`config.mk`:
```
export PLATFORM = sky130hd
export DESIGN_NAME = accession_taxid_line_parser
export DESIGN_NICKNAME = d
export VERILOG_FILES = /design/src/rtl/atlp_pkg.sv /design/src/rtl/accession_taxid_line_parser.sv /design/src/rtl/atlp_store.sv /design/src/rtl/atlp_parse.sv
export SDC_FILE = /design/constraint.sdc
export NUM_CORES = 1
export LEC_CHECK = 0
export CAP_MARGIN = 40
export CORE_ASPECT_RATIO = 0.6
export CORE_UTILIZATION = 32
export CTS_CLUSTER_DIAMETER = 50
export DETAILED_ROUTE_END_ITERATION = 16
export DONT_BUFFER_PORTS = 1
export PLACE_DENSITY = 0.5
export SYNTH_ARGS = -nofsm -noshare
export SYNTH_HDL_FRONTEND = slang
export SYNTH_SLANG_ARGS = --single-unit
```
`constraint.sdc`:
```
create_clock -name clk -period 15.7 [get_ports clk]
set_input_delay 3.14 -clock clk [delete_from_list [all_inputs] [get_ports clk]]
set_output_delay 3.14 -clock clk [all_outputs]
set_load 0.005 [all_outputs]
```
`src/rtl/atlp_pkg.sv`:
```
`timescale 1ns / 1ps
`default_nettype none
// ----------------------------------------------------------------------------
// Accession/taxid line parser package
// Shared widths, status codes, character constants, request and result
// types, and small character class helpers.
// ----------------------------------------------------------------------------
package atlp_pkg;

  localparam int ACC_BUFFER_BYTES = 64;
  localparam int ACC_IDX_W        = $clog2(ACC_BUFFER_BYTES);
  localparam int DATA_W           = 8;
  localparam int TAXID_W          = 32;
  localparam int ACC_LEN_W        = 6;
  localparam int HEADER_LEN       = 9;

  localparam logic [DATA_W-1:0] CH_TAB   = 8'd9;
  localparam logic [DATA_W-1:0] CH_NL    = 8'd10;
  localparam logic [DATA_W-1:0] CH_CR    = 8'd13;
  localparam logic [DATA_W-1:0] CH_SPACE = 8'd32;
  localparam logic [DATA_W-1:0] CH_DOT   = 8'd46;
  localparam logic [DATA_W-1:0] CH_ZERO  = 8'd48;
  localparam logic [DATA_W-1:0] CH_NINE  = 8'd57;

  typedef enum logic [3:0] {
    ST_OK           = 4'd0,
    ST_OK_LEAD      = 4'd1,
    ST_EMPTY        = 4'd2,
    ST_TOO_LONG     = 4'd3,
    ST_HEADER       = 4'd4,
    ST_FATAL_NO_TAB = 4'd5,
    ST_MISMATCH     = 4'd6,
    ST_UNVERSIONED  = 4'd7,
    ST_BAD_VERSION  = 4'd8,
    ST_NO_TAB2      = 4'd9,
    ST_BAD_TAXID    = 4'd10,
    ST_NO_TAB3      = 4'd11,
    ST_EXTRA_FIELD  = 4'd12,
    ST_INCOMPLETE   = 4'd13
  } status_t;

  typedef struct packed {
    logic [DATA_W-1:0] data_byte;
    logic              end_of_stream;
  } in_item_t;

  typedef struct packed {
    status_t              status;
    logic [TAXID_W-1:0]   taxid;
    logic [ACC_LEN_W-1:0] accession_length;
  } out_item_t;

  typedef struct packed {
    logic                 wr_en;
    logic [ACC_IDX_W-1:0] wr_addr;
    logic [DATA_W-1:0]    wr_data;
    logic [ACC_IDX_W-1:0] rd_addr;
  } store_req_t;

  function automatic logic [DATA_W-1:0] header_char(input logic [3:0] idx);
    logic [DATA_W-1:0] ch;
    unique case (idx)
      4'd0:    ch = 8'h61;
      4'd1:    ch = 8'h63;
      4'd2:    ch = 8'h63;
      4'd3:    ch = 8'h65;
      4'd4:    ch = 8'h73;
      4'd5:    ch = 8'h73;
      4'd6:    ch = 8'h69;
      4'd7:    ch = 8'h6f;
      4'd8:    ch = 8'h6e;
      default: ch = 8'h00;
    endcase
    return ch;
  endfunction

  function automatic logic is_ws(input logic [DATA_W-1:0] ch);
    return (ch == CH_SPACE) || ((ch >= CH_TAB) && (ch <= CH_CR));
  endfunction

  function automatic logic is_digit(input logic [DATA_W-1:0] ch);
    return (ch >= CH_ZERO) && (ch <= CH_NINE);
  endfunction

endpackage
`default_nettype wire

```
`src/rtl/accession_taxid_line_parser.sv`:
```
`timescale 1ns / 1ps
`default_nettype none
// ----------------------------------------------------------------------------
// Accession/taxid line parser
// Parses tab-separated accession, accession.version and taxid lines from a
// byte stream and gives one status request per line.
// ----------------------------------------------------------------------------
//  Channel  Signals                        Moves
//  in       in_valid, in_stall, in_data    one byte or end of stream
//  out      out_valid, out_stall, out_data status, taxid, accession length
//
//  One byte is taken per cycle unless the output stalls. A byte is held in
//  the input register, and its status is registered in the result register
//  by combinational parse logic between the two; the accession store read is
//  registered ahead of the compare. Reset is synchronous and returns the
//  block to line start and clears a fatal halt. A stalled output holds its
//  request and, with the input register full, stalls the input.
module accession_taxid_line_parser (
  input  logic                clk,
  input  logic                rst,
  input  logic                in_valid,
  output logic                in_stall,
  input  atlp_pkg::in_item_t  in_data,
  output logic                out_valid,
  input  logic                out_stall,
  output atlp_pkg::out_item_t out_data
);
  import atlp_pkg::*;

  logic        q_valid;
  in_item_t    q_item;
  logic        advance;
  logic        in_accept;
  logic        res_valid;
  out_item_t   res;
  logic        halted;
  store_req_t  store_req;
  logic [DATA_W-1:0] rd_data;

  assign advance   = q_valid && (!out_valid || !out_stall);
  assign in_stall  = q_valid && !advance;
  assign in_accept = in_valid && !in_stall;

  always_ff @(posedge clk) begin
    if (rst) begin
      q_valid <= 1'b0;
    end else if (in_accept) begin
      q_valid <= 1'b1;
    end else if (advance) begin
      q_valid <= 1'b0;
    end
  end

  always_ff @(posedge clk) begin
    if (in_accept) begin
      q_item <= in_data;
    end
  end

  always_ff @(posedge clk) begin
    if (rst) begin
      out_valid <= 1'b0;
    end else if (advance && res_valid) begin
      out_valid <= 1'b1;
    end else if (!out_stall) begin
      out_valid <= 1'b0;
    end
  end

  always_ff @(posedge clk) begin
    if (advance && res_valid) begin
      out_data <= res;
    end
  end

  atlp_parse u_parse (
    .clk       (clk),
    .rst       (rst),
    .advance   (advance),
    .item      (q_item),
    .rd_data   (rd_data),
    .store_req (store_req),
    .res_valid (res_valid),
    .res       (res),
    .halted    (halted)
  );

  atlp_store u_store (
    .clk       (clk),
    .store_req (store_req),
    .rd_data   (rd_data)
  );

`ifndef SYNTH
  a_fatal_halts: assert property (@(posedge clk) disable iff (rst)
    (advance && res_valid && (res.status == ST_FATAL_NO_TAB)) |=> halted)
    else $error("fatal status did not halt the parser");

  a_halted_silent: assert property (@(posedge clk) disable iff (rst)
    halted |-> !res_valid)
    else $error("halted parser produced a status");

  a_taxid_zero: assert property (@(posedge clk) disable iff (rst)
    (out_valid && (out_data.status != ST_OK) && (out_data.status != ST_OK_LEAD))
      |-> (out_data.taxid == '0))
    else $error("taxid nonzero on an error status");

  a_no_overwrite: assert property (@(posedge clk) disable iff (rst)
    (out_valid && out_stall) |-> !advance)
    else $error("parser advanced while the result register was held");
`endif

endmodule
`default_nettype wire

```
`src/rtl/atlp_store.sv`:
```
`timescale 1ns / 1ps
`default_nettype none
// ----------------------------------------------------------------------------
// Accession store
// Single-port-write, single-port-read byte memory that holds the accession
// of the current line. Read data is registered.
// ----------------------------------------------------------------------------
module atlp_store (
  input  logic                      clk,
  input  atlp_pkg::store_req_t      store_req,
  output logic [atlp_pkg::DATA_W-1:0] rd_data
);
  import atlp_pkg::*;

  logic [DATA_W-1:0] mem [ACC_BUFFER_BYTES];

  always_ff @(posedge clk) begin
    if (store_req.wr_en) begin
      mem[store_req.wr_addr] <= store_req.wr_data;
    end
  end

  always_ff @(posedge clk) begin
    rd_data <= mem[store_req.rd_addr];
  end

endmodule
`default_nettype wire

```
`src/rtl/atlp_parse.sv`:
```
`timescale 1ns / 1ps
`default_nettype none
// ----------------------------------------------------------------------------
// Line parser core
// Holds the per-line parse state and decides, for the byte in the input
// register, the next state, the store access and the optional status.
// ----------------------------------------------------------------------------
module atlp_parse (
  input  logic                   clk,
  input  logic                   rst,
  input  logic                   advance,
  input  atlp_pkg::in_item_t     item,
  input  logic [atlp_pkg::DATA_W-1:0] rd_data,
  output atlp_pkg::store_req_t   store_req,
  output logic                   res_valid,
  output atlp_pkg::out_item_t    res,
  output logic                   halted
);
  import atlp_pkg::*;

  typedef enum logic [5:0] {
    PH_LINE = 6'b000001,
    PH_ACC  = 6'b000010,
    PH_CMP  = 6'b000100,
    PH_VER  = 6'b001000,
    PH_TAX  = 6'b010000,
    PH_SKIP = 6'b100000
  } phase_t;

  phase_t               phase, phase_next;
  logic [ACC_IDX_W-1:0] count, count_next;
  logic [ACC_IDX_W-1:0] cidx, cidx_next;
  logic [TAXID_W-1:0]   taxid_sum, taxid_sum_next;
  logic                 lead, lead_next;
  logic                 hdr_match, hdr_match_next;
  logic                 halted_next;
  logic                 new_line;
  logic                 fail_hit;
  logic                 wr_req;
  status_t              res_status;
  logic [DATA_W-1:0]    ch;

  always_comb begin
    ch             = item.data_byte;
    phase_next     = phase;
    count_next     = count;
    cidx_next      = cidx;
    taxid_sum_next = taxid_sum;
    lead_next      = lead;
    hdr_match_next = hdr_match;
    halted_next    = halted;
    new_line       = 1'b0;
    fail_hit       = 1'b0;
    wr_req         = 1'b0;
    res_valid      = 1'b0;
    res_status     = ST_OK;

    if (!halted) begin
      if (item.end_of_stream) begin
        new_line = 1'b1;
        unique case (phase)
          PH_LINE: begin
            res_valid  = lead;
            res_status = ST_INCOMPLETE;
          end
          PH_ACC: begin
            res_valid  = 1'b1;
            res_status = ST_INCOMPLETE;
          end
          PH_CMP: begin
            res_valid  = 1'b1;
            res_status = ST_UNVERSIONED;
          end
          PH_VER: begin
            res_valid  = 1'b1;
            res_status = ST_NO_TAB2;
          end
          PH_TAX: begin
            res_valid  = 1'b1;
            res_status = ST_NO_TAB3;
          end
          default: begin
            res_valid = 1'b0;
          end
        endcase
      end else begin
        unique case (phase)
          PH_LINE: begin
            if (ch == CH_NL) begin
              res_valid  = 1'b1;
              res_status = ST_EMPTY;
              new_line   = 1'b1;
            end else if (is_ws(ch)) begin
              lead_next = 1'b1;
            end else begin
              wr_req         = 1'b1;
              count_next     = ACC_IDX_W'(1);
              hdr_match_next = (ch == header_char(4'd0));
              phase_next     = PH_ACC;
            end
          end
          PH_ACC: begin
            if (is_ws(ch)) begin
              if ((count == ACC_IDX_W'(HEADER_LEN)) && hdr_match) begin
                fail_hit   = 1'b1;
                res_status = ST_HEADER;
              end else if (ch == CH_TAB) begin
                cidx_next  = '0;
                phase_next = PH_CMP;
              end else begin
                res_valid   = 1'b1;
                res_status  = ST_FATAL_NO_TAB;
                halted_next = 1'b1;
              end
            end else if (count == ACC_IDX_W'(ACC_BUFFER_BYTES - 1)) begin
              fail_hit   = 1'b1;
              res_status = ST_TOO_LONG;
            end else begin
              wr_req         = 1'b1;
              count_next     = count + ACC_IDX_W'(1);
              hdr_match_next = hdr_match && (count < ACC_IDX_W'(HEADER_LEN)) &&
                               (ch == header_char(count[3:0]));
            end
          end
          PH_CMP: begin
            if (is_ws(ch)) begin
              fail_hit   = 1'b1;
              res_status = ST_UNVERSIONED;
            end else if (cidx >= count) begin
              if (ch == CH_DOT) begin
                phase_next = PH_VER;
              end else begin
                fail_hit   = 1'b1;
                res_status = ST_UNVERSIONED;
              end
            end else if (ch != rd_data) begin
              fail_hit   = 1'b1;
              res_status = ST_MISMATCH;
            end else begin
              cidx_next = cidx + ACC_IDX_W'(1);
            end
          end
          PH_VER: begin
            if (ch == CH_TAB) begin
              phase_next = PH_TAX;
            end else if (is_ws(ch)) begin
              fail_hit   = 1'b1;
              res_status = ST_NO_TAB2;
            end else if (!is_digit(ch)) begin
              fail_hit   = 1'b1;
              res_status = ST_BAD_VERSION;
            end
          end
          PH_TAX: begin
            if (ch == CH_NL) begin
              res_valid  = 1'b1;
              res_status = lead ? ST_OK_LEAD : ST_OK;
              new_line   = 1'b1;
            end else if (ch == CH_TAB) begin
              fail_hit   = 1'b1;
              res_status = ST_EXTRA_FIELD;
            end else if (is_ws(ch)) begin
              fail_hit   = 1'b1;
              res_status = ST_NO_TAB3;
            end else if (!is_digit(ch)) begin
              fail_hit   = 1'b1;
              res_status = ST_BAD_TAXID;
            end else begin
              taxid_sum_next = (taxid_sum << 3) + (taxid_sum << 1) +
                               TAXID_W'(ch[3:0]);
            end
          end
          default: begin
            if (ch == CH_NL) begin
              new_line = 1'b1;
            end
          end
        endcase
      end
    end

    if (fail_hit) begin
      res_valid = 1'b1;
      if (ch == CH_NL) begin
        new_line = 1'b1;
      end else begin
        phase_next = PH_SKIP;
      end
    end

    if (new_line) begin
      phase_next     = PH_LINE;
      count_next     = '0;
      cidx_next      = '0;
      taxid_sum_next = '0;
      lead_next      = 1'b0;
    end
  end

  always_comb begin
    res.status           = res_status;
    res.taxid            = ((res_status == ST_OK) || (res_status == ST_OK_LEAD)) ?
                           taxid_sum : '0;
    res.accession_length = ACC_LEN_W'(count);
    store_req.wr_en      = advance && wr_req;
    store_req.wr_addr    = count;
    store_req.wr_data    = ch;
    store_req.rd_addr    = advance ? cidx_next : cidx;
  end

  always_ff @(posedge clk) begin
    if (rst) begin
      phase     <= PH_LINE;
      count     <= '0;
      cidx      <= '0;
      taxid_sum <= '0;
      lead      <= 1'b0;
      hdr_match <= 1'b0;
      halted    <= 1'b0;
    end else if (advance) begin
      phase     <= phase_next;
      count     <= count_next;
      cidx      <= cidx_next;
      taxid_sum <= taxid_sum_next;
      lead      <= lead_next;
      hdr_match <= hdr_match_next;
      halted    <= halted_next;
    end
  end

endmodule
`default_nettype wire
```
# Word level (Yosys, flattened, before mapping)
# Memories as Yosys holds them, arrays and structs flattened. A register that Yosys moved wholly into a read port is not among the register bits.
# Index checks and enable logic that the tools add are counted.
# classes
n_addsub,4
mul,0
div,0
magnitude_cmp,6
n_eq_ne,29
n_shift,0
n_mux,126
bitwise,2
n_reduce_logical,33
# ops
op,n
$mux 32,8
$mux 6,31
$mux 4,15
$mux 1,52
$mux 8,5
$add 32x32->32,1
$add 32x4->32,1
$pmux 6 s2,2
$pmux 6 s4,1
$reduce_and 8->1,3
$pmux 4 s5,1
$eq 8x4->1 const B,2
$eq 8x6->1 const B,2
$pmux 4 s4,1
$add 6x1->6 const B,2
$eq 6x4->1 const B,2
$ne 3x2->1 const B,4
$reduce_bool 2->1,6
$logic_and 1x1->1,10
$ne 2x1->1 const B,5
$ne 2x2->1 const B,5
$mux 3,3
$eq 8x7->1 const B,1
$eq 8x8->1,1
other kinds (25),36
# word_totals
register_bits,106
latch_bits,0
ramBits,512
mem_bits_ro,112
elab_cells,216
n_memories,2
# memory_table
name,depth,word_bits,rd,rd_clocked_by_memory_dff,wr,line,text
u_store.mem,64,8,1,1,1,atlp_store.sv:15,logic [DATA_W-1:0] mem [ACC_BUFFER_BYTES];
(no name shown),16,7,1,1,0,atlp_pkg.sv:62,unique case (idx)

# Logic depth before layout (Yosys ltp)
# depth
word_depth,14
mapped_depth,20
ltp_nobuf,16

# Hierarchy
# A second synthesis with hierarchy kept.
# hier_totals
hier_cells,1740
hier_area_um2,27521.4
# by_module_without_submodules
mod,instances,cells_each,area_per_inst_um2,seq_area_each_um2
atlp_store,1,972,20190.6,15534.9
atlp_parse,1,705,5705.5,1181.1
accession_taxid_line_parser,1,63,1625.3,1571.5

# Least setup slack after synthesis
# Ideal clock, no wire load.
# synth_path
path_type,input -> output
start,input out_stall
end,output in_stall
arrival_ns,3.328
t_required_ns,12.560
setup_slack_ns,9.232
stages,1
n_path_buf,0
cell_sequence,and3_1
# synth_via
elab_chain_cells,5
# synth_rtl
element,line,text
"start, declared",accession_taxid_line_parser.sv:25,"input logic out_stall,"
$logic_not 1->1,n/a,
$logic_or 1x1->1,accession_taxid_line_parser.sv:40,assign advance = q_valid && (!out_valid || !out_stall);
$logic_and 1x1->1,accession_taxid_line_parser.sv:40,
$logic_not 1->1,accession_taxid_line_parser.sv:41,assign in_stall = q_valid && !advance;
$logic_and 1x1->1,accession_taxid_line_parser.sv:41,
"end, declared",accession_taxid_line_parser.sv:22,"output logic in_stall,"
# No other way between the ends.

# Worst setup path in the final report
# layout_path
start,input out_stall
end,register u_store.rd_data[7] in the netlist's numbering (read register of u_store.mem)
# layout_via
elab_chain_cells,4
# layout_rtl
element,line,text
$logic_not 1->1,n/a,
$logic_or 1x1->1,accession_taxid_line_parser.sv:40,
$logic_and 1x1->1,accession_taxid_line_parser.sv:40,
$mux 6,n/a,
"end, declared",atlp_store.sv:11,output logic [atlp_pkg::DATA_W-1:0] rd_data
# No other way between the ends.
# A chain may end at the register's enable or synchronous reset.

==> results.toml <==
[critical_path]
cp_slowest_cell = "buf_4"
startpoint = "out_stall"
worstPathArrival_ps = 7180
r2r_cells = 16
cp.required_ps = 16270
critPathMaxFanout = 179
crit_chain = "nand2_1 > nand2_1 > nor2_1 > o211ai_1 > and2_4 > buf_12 > buf_4 > buf_4 > mux2i_1 > a32oi_1 > a31oi_1 > a22oi_1 > and3_1"
worst_setup_path_start_kind = "input pin"
r2r-start = "q_item[3]"
path_class = "input pin to flop"
cpPeakStageDelay_ps = 600
critical_path_buf_inv_count = 3
cp.depth = 13
crit_path_end_kind = "flop"
path_delay_family = "buffers and inverters"

[layout]
fillCellCount = 8031
syn_to_final_growth_pct = 12.48
nets = 2302
drive_gt1_frac = 0.08719
layout_common_cells = "563 x edfxtp_1, 421 x nand2_1, 185 x nand3_1"
post-route-util = 0.3672
final_common_cell = "edfxtp_1"
design_area_um2 = 30930

[clock_tree]
post_cts_buffers = 0
cts_inserted_buffers = 61
path_clk_slew_ps = 70
cts_sinks = 632
ctsHoldBuffers = 0
clk_path_buf_depth = 3
htreeDepth = 2
tritoncts = "built"
root_buffer = "clkbuf_16"
ctsResizeCount = 0
insertion_delay_ps = 680

[timing]
maxSlewHeadroom = 0.2874
min_period_ps = 6610
hold_viol = 0
setup_violations = 0
fin_crit_sh = 0.4210
worst-slew-pin-transition_ps = 1069
drv_slew = 0
layout_setup_ws_ps = 9090
finClkSkew_ps = 63.03
max_freq_mhz = 151.3
grt_setup_unrepaired = "false"
setup_tns_ps = 0

[logic_synthesis]
async_reset_ff_frac = 0
synth_seq_cells = 632
syn_nets = 2295
ys_seq_area_frac = 0.6651
synth_cell_types = 76
synth_cells = 2212
synth_ff_type = "edfxtp_1"
synthesis.area_um2 = 27500
synth.avg_cell_area_um2 = 12.43
synth_edf_count = 563
yosysWarnings = 0

[global_routing]
grt_pass1_vias = 17150
grt_overflow = 0
grt_antenna_before_repair = 3
grt_max_degree = 180
grt_pass1_wl_um = 119100
grt_util_all_layers = 0.1834

[worst_hold_path]
min_delay_path_depth = 2
hp-class = "flop to flop"
min_from = "u_parse.phase[2]"

[drt]
num_vias = 18210
drtIter0Drc = 2191
wl_um = 81610
first_pass_iters = 6
drtAntennaViolNets = 0
drc = 0
wl_per_cell_um = 23.96
drt-vias-per-instance = 5.346

[pwr]
pwr-share-clk = 0.439
powerDensity_nw_per_um2 = 109.5
sw_frac_of_total = 0.2168
leakagePower_nw = 11.20
switchingPower_uw = 734.2
ir_drop_mv = 0.08817
seq_power_share = 0.542
internal_power_mw = 2.652
pwr-share-comb = 0.019

[placed_design]
globalplace.congestion = 0.9095
port-buffer-count = 0
dpl_cell_area_um2 = 28930
hpwl_um = 53170
post-place-ws_ps = 8260

[floorplan]
die_area_um2 = 87150
dieWidth_um = 380.4
start_util = 0.3264
die_h_um = 229.1
core.rowCount = 82
core-area_um2 = 84230
io_pins = 57

[status]
status = "finished, final reports clean"

[flow_run]
drv_cap = 0
## final timing paths
path / to / slack, ps
worst max-delay path: u_store.rd_data[7] / 9090
worst min-delay path: u_parse.phase[2] / 510
worst max register to register: u_store.rd_data[7] / 9170
worst min register to register: u_parse.phase[2] / 510
## worst min-delay path: stages (launching register included)
cell and delay (ps):
dfxtp_1 350, nand2_1 70, a21oi_1 60
## per-stage QoR
stage                     cells  hold slack [ps]  total power [mW]
final                      3406            508.8             3.386
after global routing       3405            528.3             3.476
after CTS                  3402            506.9             3.409
after detailed placement   3287            499.1             1.936
after global placement     3257            495.0             1.935
after floorplan            2212            406.4             1.907
## synthesized netlist by cell type, drive strengths merged, types with 4 or more instances
| library cell | count | share of area |
|---|---|---|
| edfxtp | 563 | 0.61 |
| nand2 | 423 | 0.058 |
| nand3 | 185 | 0.034 |
| nor2 | 166 | 0.023 |
| mux2i | 88 | 0.032 |
| dfxtp | 69 | 0.050 |
| clkbuf | 68 | 0.0093 |
| ha | 68 | 0.031 |
| buf | 55 | 0.013 |
| a21oi | 49 | 0.0091 |
| a32oi | 42 | 0.013 |
| and2 | 40 | 0.0091 |
| a31oi | 38 | 0.0092 |
| a22oi | 36 | 0.010 |
| o21ai | 36 | 0.0066 |
| nand4 | 30 | 0.0068 |
| xnor2 | 30 | 0.0098 |
| and3 | 27 | 0.0061 |
| inv | 19 | 0.0026 |
| nor3 | 14 | 0.0025 |
| a21o | 13 | 0.0035 |
| xor2 | 13 | 0.0041 |
| a32o | 11 | 0.0040 |
| nor2b | 10 | 0.0023 |
| nand2b | 8 | 0.0018 |
| o31a | 8 | 0.0025 |
| or3 | 8 | 0.0018 |
| a31o | 7 | 0.0022 |
| nor3b | 7 | 0.0019 |
| o221ai | 7 | 0.0025 |
| or2 | 7 | 0.0016 |
| o211ai | 6 | 0.0016 |
| o31ai | 6 | 0.0016 |
| o21a | 5 | 0.0014 |
| a211oi | 4 | 0.0011 |
| nor4 | 4 | 0.0011 |
| o21bai | 4 | 0.0011 |
## kinds of logic (layout without fill, tap and decap cells)
group                    count (synthesis)  in the layout  synth area share
AND/OR/NAND/NOR                        944            944            0.1546
flip-flops                             632            632            0.6651
AO/OA/AOI/OAI                          293            293           0.07722
buffers and inverters                  142            201           0.02471
multiplexers                            88             88           0.03203
adder cells (fa/ha/maj)                 70             70           0.03240
XOR/XNOR                                43             43           0.01397
other                                    0              1                 0
## layer usage
layer | track usage | part of all wire | vias to the layer above
li1 | - | - | 8222
met1 | 0.2940 | 0.50 | 9078
met4 | 0.03478 | 0.014 | 0
met3 | 0.07599 | 0.12 | 89
met2 | 0.2206 | 0.36 | 821
met5 | 0 | 0 | -
## area by class of cell
class                   instances  area (um2)  share of cell area
clock inverters                35       336.6             0.01088
inverters                      19       71.32            0.002306
clock buffers                  80        1639             0.05300
multi-input cells            1438        8612              0.2784
diodes                          1       2.502          0.00008091
well taps                    1134        1419             0.04588
flip-flops and latches        632       18290              0.5913
repair buffers                 67       560.5             0.01812
## state kept, by name (all words and copies together), names as in the netlist, named ones only
signal / cells
out_valid: 1
out_data: 42
q_valid: 1
u_parse.lead: 1
u_parse.halted: 1
u_parse.count: 6
q_item: 9
u_parse.taxid_sum: 32
u_parse.cidx: 6
u_parse.phase: 6
u_store.rd_data: 8
u_store.mem: 512
u_parse.hdr_match: 1
## power by group through the flow
stage / clock network, mW / logic [mW] / registers (mW)
2_1_floorplan: 0 / 0.0254 / 1.88
3_3_place_gp: 0 / 0.0632 / 1.87
3_5_place_dp: 0 / 0.0642 / 1.87
4_1_cts: 1.51 / 0.0644 / 1.84
5_1_grt: 1.57 / 0.0701 / 1.83
6_report: 1.49 / 0.0654 / 1.84
Power figures use the tool's default switching activity.
